**src/rtl/mwki_pkg.sv**
```systemverilog
// package for the morph weight keyframe interpolator
// types, codes and defaults shared by all rtl files except mwki_ram; no dependencies
`timescale 1ns / 1ps
`default_nettype none

package mwki_pkg;

    localparam int MAX_KEYS_DEF    = 64;
    localparam int MAX_WEIGHTS_DEF = 8;

    localparam logic [1:0] OP_WR_TIME   = 2'd0;
    localparam logic [1:0] OP_WR_WEIGHT = 2'd1;
    localparam logic [1:0] OP_QUERY     = 2'd2;

    localparam logic [1:0] CFG_KEY_COUNT    = 2'd0;
    localparam logic [1:0] CFG_WEIGHT_COUNT = 2'd1;

    typedef struct packed {
        logic [1:0]         operation;
        logic [5:0]         key_index;
        logic [2:0]         weight_index;
        logic [31:0]        time_value;
        logic signed [15:0] weight_value;
    } t_cmd_in;

    typedef struct packed {
        logic [2:0]         out_weight_index;
        logic signed [15:0] out_weight;
        logic               last;
        logic               no_data;
    } t_result;

    typedef enum logic [3:0] {
        S_IDLE,
        S_SCAN_RD,
        S_SCAN_CMP,
        S_DIV_INIT,
        S_DIV,
        S_RD_LO,
        S_RD_HI,
        S_MUL,
        S_OUT
    } t_state;

    typedef struct packed {
        logic load;
        logic emit_empty;
        logic scan_next;
        logic set_copy;
        logic set_lerp;
        logic div_init;
        logic div_step;
        logic sel_upper;
        logic latch_w1;
        logic mul;
        logic emit;
        logic w_next;
    } t_dp_cmd;

    typedef struct packed {
        logic empty;
        logic hit;
        logic first;
        logic at_end;
        logic div_skip;
        logic div_done;
        logic w_last;
    } t_dp_status;

endpackage

`default_nettype wire

```
**src/rtl/mwki_ctrl.sv**
```systemverilog
// query sequencer: key scan, alpha division, per weight blend
// depends on mwki_pkg
`timescale 1ns / 1ps
`default_nettype none

module mwki_ctrl (
    input  wire logic                i_clk,
    input  wire logic                i_rst_n,
    input  wire logic                i_start,
    input  wire logic [1:0]          i_operation,
    input  wire mwki_pkg::t_dp_status i_status,
    output mwki_pkg::t_dp_cmd        o_cmd,
    output logic                     o_busy
);
    import mwki_pkg::*;

    t_state r_state, n_state;

    always_ff @(posedge i_clk) begin
        if (!i_rst_n) begin
            r_state <= S_IDLE;
        end else begin
            r_state <= n_state;
        end
    end

    always_comb begin
        n_state = r_state;
        o_cmd   = '0;
        o_busy  = (r_state != S_IDLE);
        unique case (r_state)
            S_IDLE: begin
                if (i_start && i_operation == OP_QUERY) begin
                    if (i_status.empty) begin
                        o_cmd.emit_empty = 1'b1;
                    end else begin
                        o_cmd.load = 1'b1;
                        n_state    = S_SCAN_RD;
                    end
                end
            end
            S_SCAN_RD: n_state = S_SCAN_CMP;
            S_SCAN_CMP: begin
                if (i_status.hit) begin
                    if (i_status.first) begin
                        o_cmd.set_copy = 1'b1;
                        n_state        = S_RD_LO;
                    end else begin
                        o_cmd.set_lerp = 1'b1;
                        n_state        = S_DIV_INIT;
                    end
                end else if (i_status.at_end) begin
                    o_cmd.set_copy = 1'b1;
                    n_state        = S_RD_LO;
                end else begin
                    o_cmd.scan_next = 1'b1;
                    n_state         = S_SCAN_RD;
                end
            end
            S_DIV_INIT: begin
                o_cmd.div_init = 1'b1;
                n_state = i_status.div_skip ? S_RD_LO : S_DIV;
            end
            S_DIV: begin
                o_cmd.div_step = 1'b1;
                if (i_status.div_done) begin
                    n_state = S_RD_LO;
                end
            end
            S_RD_LO: n_state = S_RD_HI;
            S_RD_HI: begin
                o_cmd.sel_upper = 1'b1;
                o_cmd.latch_w1  = 1'b1;
                n_state         = S_MUL;
            end
            S_MUL: begin
                o_cmd.mul = 1'b1;
                n_state   = S_OUT;
            end
            S_OUT: begin
                o_cmd.emit = 1'b1;
                if (i_status.w_last) begin
                    n_state = S_IDLE;
                end else begin
                    o_cmd.w_next = 1'b1;
                    n_state      = S_RD_LO;
                end
            end
            default: n_state = S_IDLE;
        endcase
    end

    a_reset_idle: assert property (@(posedge i_clk) !i_rst_n |=> r_state == S_IDLE)
        else $error("state not idle after reset");
    a_div_leaves: assert property (@(posedge i_clk) disable iff (!i_rst_n)
        r_state == S_DIV && i_status.div_done |=> r_state == S_RD_LO)
        else $error("division did not hand over to weight loop");
    a_out_exit: assert property (@(posedge i_clk) disable iff (!i_rst_n)
        r_state == S_OUT && i_status.w_last |=> r_state == S_IDLE)
        else $error("query did not end after last weight");

endmodule

`default_nettype wire

```
**config.mk**
```make
export PLATFORM = sky130hd
export DESIGN_NAME = mwki_ctrl
export DESIGN_NICKNAME = d
export VERILOG_FILES = /design/src/rtl/mwki_pkg.sv /design/src/rtl/mwki_ctrl.sv
export SDC_FILE = /design/constraint.sdc
export NUM_CORES = 1
export LEC_CHECK = 0
export BUFFER_PORTS_ARGS = -buffer_cell sky130_fd_sc_hd__clkbuf_2
export CAP_MARGIN = 20
export CORE_AREA = 2 2 39 41
export DETAILED_ROUTE_END_ITERATION = 10
export DIE_AREA = 0 0 41 43
export PLACE_DENSITY_LB_ADDON = 0.12
export RECOVER_POWER = 100
export SETUP_SLACK_MARGIN = 0.05
export SYNTH_ARGS = -nofsm -noshare
export SYNTH_HDL_FRONTEND = slang
export SYNTH_SLANG_ARGS = --single-unit
```
**constraint.sdc**
```tcl
create_clock -name i_clk -period 1.8 [get_ports i_clk]
set_input_delay 0.18 -clock i_clk [delete_from_list [all_inputs] [get_ports i_clk]]
set_output_delay 0.18 -clock i_clk [all_outputs]
set_load 0.02 [all_outputs]
```
==> Yosys cells after proc, flatten, opt, wreduce, memory -nomap -nowiden <==
Index checks and enable logic that the tools add are counted.
{ "classes": {"reduce_logical": 4, "mux": 27, "n_eq_ne": 12} }
{ "op_table": {"columns": ["cell", "n"], "rows": [
  ["case mux 4 bit (9 select lines)", 1],
  ["equality test 4 x 3 -> 1 bit (second input constant)", 4],
  ["two-way mux 4 bit", 4],
  ["two-way mux 1 bit", 14],
  ["two-way mux 3 bit", 4],
  ["equality test 4 x 2 -> 1 bit (second input constant)", 2],
  ["two-way mux 2 bit", 4],
  ["inequality test 2 bit (second input constant)", 3],
  ["equality test 4 x 1 -> 1 bit (second input constant)", 1],
  ["equality test 4 bit (second input constant)", 1],
  ["zero test 4 bit", 1],
  ["nonzero test 4 bit", 1],
  ["AND reduction 3 bit", 1],
  ["equality test 2 bit (second input constant)", 1],
  ["logical AND 1 bit", 1]
]} }
{ "totals": {"ff_bits": 4, "wordCells": 44, "input_bits": 12, "out_inout_bits": 13} }

==> Longest topological paths before layout <==
{ "depth": {"depth_word": 4, "ltp_mapped": 4, "ltp_nobuf": 3} }

==> Least setup slack after synthesis <==
No wires, ideal clock.
{ "synth_timing": {"kind": "register to register", "startpoint": "register r_state[0]", "endpoint": "register r_state[2]", "n_path_buf": 1, "t_required_ps": 1740, "slack_ps": 107, "arrival_time_ps": 1633, "setup_ps": 60, "period_less_slack_ps": 1693, "path_stages_with_launch": 5, "path_cell_list": "dfxtp_1 -> buf_2 -> nor4b_2 -> nor2b_1 -> o31a_1"} }
{ "synth_via": {"elab_chain_len": 3, "word_cells_on_any_way": 14, "cone_classes": "eq/ne: 11; mux: 1; reduce/logical: 2"} }
{ "synth_rtl": {"columns": ["element", "line", "source"], "rows": [
  ["start, declared", "mwki_ctrl.sv:17", "t_state r_state, n_state;"],
  ["start signal, assigned", "mwki_ctrl.sv:23", "r_state <= n_state;"],
  ["equality test 4 x 3 -> 1 bit or zero test 4 bit (tied branches)", "mwki_ctrl.sv:31", "unique case (r_state)"],
  ["inequality test 2 bit (no line)", null, null],
  ["AND reduction 3 bit (no line)", null, null]
]} }
Several ways; a longest one is shown, not always the timed one.
A chain may end at the register's enable or synchronous reset.

==> metrics.md <==
| Metric | Value |
|---|---|
| Status | `finished, final reports clean` |
| DRT Pass-1 Iters | `4` |
| Min cycle time layout | `1.691 ns` |
| Detail Route Antenna Nets | `0` |
| Final worst slack | `0.1093 ns` |
| Number of max-cap violations | `0` |
| Critical path peak fanout | `11` |
| Synth warnings | `0` |
| Primary FF master, synth | `dfxtp_1` |
| Largest regs | `r_state: 4 flops` |
| Post-DP HPWL | `691 um` |
| CTS sink count | `4` |
| Post-Syn Instances | `45` |
| Initial antenna violation count | `0` |
| Worst setup path class | `reg2out` |
| Worst-path clk slew | `0.04 ns` |
| Worst hold path class | `in2reg` |
| DRC | `0` |
| Gate power share | `0.352` |
| Asr flop ratio synth | `0` |
| Total Die Area | `1763 um2` |
| Syn Area/Cell | `8.369 um2` |
| Clk root buf | `clkbuf_4` |
| Multi-input logic area | `251.5 um2` |
| FMAX | `591.5 MHz` |
| Area delta synth->final | `35.55%` |
| Mapped cell area | `376.6 um2` |
| GP Congestion | `0.7026` |
| CP max-delay cell | `or4b_4` |
| Max incr delay on CP | `0.56 ns` |
| IO buf count | `24` |
| Yosys cell types | `29` |
| Peak supply drop | `0.4179 mV` |
| Static leakage | `0.2575 nW` |
| Biggest register | `r_state` |
| CP arrival | `1.51 ns` |
| Dpl cells | `82` |
| Core Footprint | `1384 um2` |
| Largest net degree at the start of global routing | `12` |
| Worst-Skew Late Latency | `0.23 ns` |
| Final period util | `0.9393` |
| WL per Instance | `10.20 um` |
| Via count | `406` |
| Worst Setup Start Kind | `flop` |
| Skew final | `0.0002999 ns` |
| Initial Utilization | `0.2722` |
| Synth top cells by count | `5 x nor2b_1, 4 x dfxtp_1, 4 x nor2_1` |
| Synth top area share | `0.2126` |
| Final cell count without fillers | `86` |
| Die outline height | `43 um` |
| Antenna diodes | `0` |
| Total power | `0.3479 mW` |
| Seq cells post-synth | `4` |
| Hold Buf Count CTS | `0` |
| Setup Slack @ Placement | `0.2415 ns` |
| RSZ-0062 raised after global routing | `no` |
| Critical Path End Type | `output pin` |
| Worst EP required | `1.62 ns` |
| H-Tree Level Count | `1` |
| Most frequent cell after synthesis | `nor2b_1` |
| Synth area leader | `dfxtp_1` |
| Crit path max-delay family | `simple AND/OR/NAND/NOR gates` |
| CP cell instances | `or4b_4 > and2b_1 > clkbuf_2` |
| Final #Nets | `84` |
| Global route overflow | `0` |
| Fin. max-slew vios | `0` |
| Max FFs per register | `4` |
| # rows | `14` |
| Power share of the sequential group | `0.340` |
| Vias/cell | `4.721` |
| Count of final setup violators | `0` |
| Pwr dens | `681.5 nW/um2` |
| Setup TNS | `0 ns` |
| Number of placed I/O pins | `25` |
| Sw Ratio | `0.3273` |
| Cts bufs inserted | `3` |
| Clock Power Share | `0.308` |
| # fillers | `165` |
| Worst rel slew slack | `0.7893` |
| Internal | `0.2340 mW` |
| Final hold vios | `0` |
| Net Count, Synth | `57` |
| Main area contributors after synthesis | `dfxtp_1 21%, nor2b_1 8.3%, a21oi_1 4.0%, buf_4 4.0%, nor2_1 4.0%` |
| Sequential share of the synthesized area | `0.2126` |
| CTS tree | `done` |
| Register area | `82.58 um2` |
| Switching pwr | `0.1139 mW` |
| Fraction of layout cells with a size suffix above 1 | `0.4286` |
| Initial drt markers | `3` |
| Post-synth EDFFs | `0` |
| Deepest clock path buffer count | `2` |
| Tightest Pin Transition | `0.3118 ns` |
| Detailed Route WL | `877 um` |
| Via count of the first global-routing pass | `332` |
| All-layer global routing usage | `0.1095` |
| Global-route wire length before repair | `1304 um` |
| Count of buffer and inverter cells on the critical path | `1` |
| Die X | `41 um` |
[power groups by stage]
| stage | Combinational (mW) | Sequential [mW] | Clock (mW) |
|---|---|---|---|
| 5_1_grt | 0.136 | 0.121 | 0.124 |
| 6_report | 0.122 | 0.118 | 0.107 |
| 2_1_floorplan | 0.108 | 0.104 | 0 |
| 3_5_place_dp | 0.129 | 0.119 | 0 |
| 3_3_place_gp | 0.130 | 0.118 | 0 |
| 4_1_cts | 0.132 | 0.119 | 0.116 |
[stage by stage]
| step | utilization | hold WS, ns | area [um2] |
|---|---|---|---|
| final | 0.3689 | 0.1932 | 510.5 |
| after detailed placement | 0.3562 | 0.4535 | 493.0 |
| after floorplan | - | 0.3079 | 376.6 |
| after CTS | 0.3770 | 0.1976 | 521.8 |
| after global placement | 0.3562 | 0.4661 | 493.0 |
| after global routing | 0.3689 | 0.1908 | 510.5 |
[placed cells by master, fill, tap and decap left out, drive strengths merged, types with 2 or more instances in the layout]
cell type	netlist	layout
nor2	4	4
buf	4	2
dfxtp	4	4
nor2b	5	5
a21oi	3	3
inv	2	2
nor3	2	2
clkbuf	0	27
and3b	2	2
nand2b	2	2
or4b	2	2
[layout make-up]
class,instances,share of cell area
timing repair buffer,26,0.2475
clock buffer,3,0.04412
tap,16,0.03922
multi-input combinational,35,0.4926
sequential,4,0.1618
inverter,2,0.01471
[final timing paths]
path               from  slack, ns    endpoint  cells past startpoint
max          r_state[2]       0.11    o_cmd[7]                      3
min             i_rst_n       0.19  r_state[2]                      2
max reg2reg  r_state[0]       0.42  r_state[3]                      3
min reg2reg  r_state[2]       0.57  r_state[3]                      2
[layer usage]
metal	wire length (um)	up-vias	GRT usage
li1	-	213	-
met1	392	180	0.1452
met2	434	13	0.1531
met3	50	0	0.01571
met4	0	0	0.08000
met5	0	-	0
[repair_timing]
item | 4_1_cts | 5_1_grt
buffers inserted | 0 | 1
gates resized for setup | 3 | 1
setup endpoints to repair | 3 | 1
cloned | 0 | 0
[kinds of logic after synthesis]
family / Yosys count / share of synthesized area
AOI/OAI and AO/OA: 8 / 0.1628
and+or+nand+nor: 26 / 0.4950
DFF: 4 / 0.2126
muxes: 1 / 0.02658
buffers and inverters: 6 / 0.1030
No activity file was read; power rests on OpenSTA's default activity.
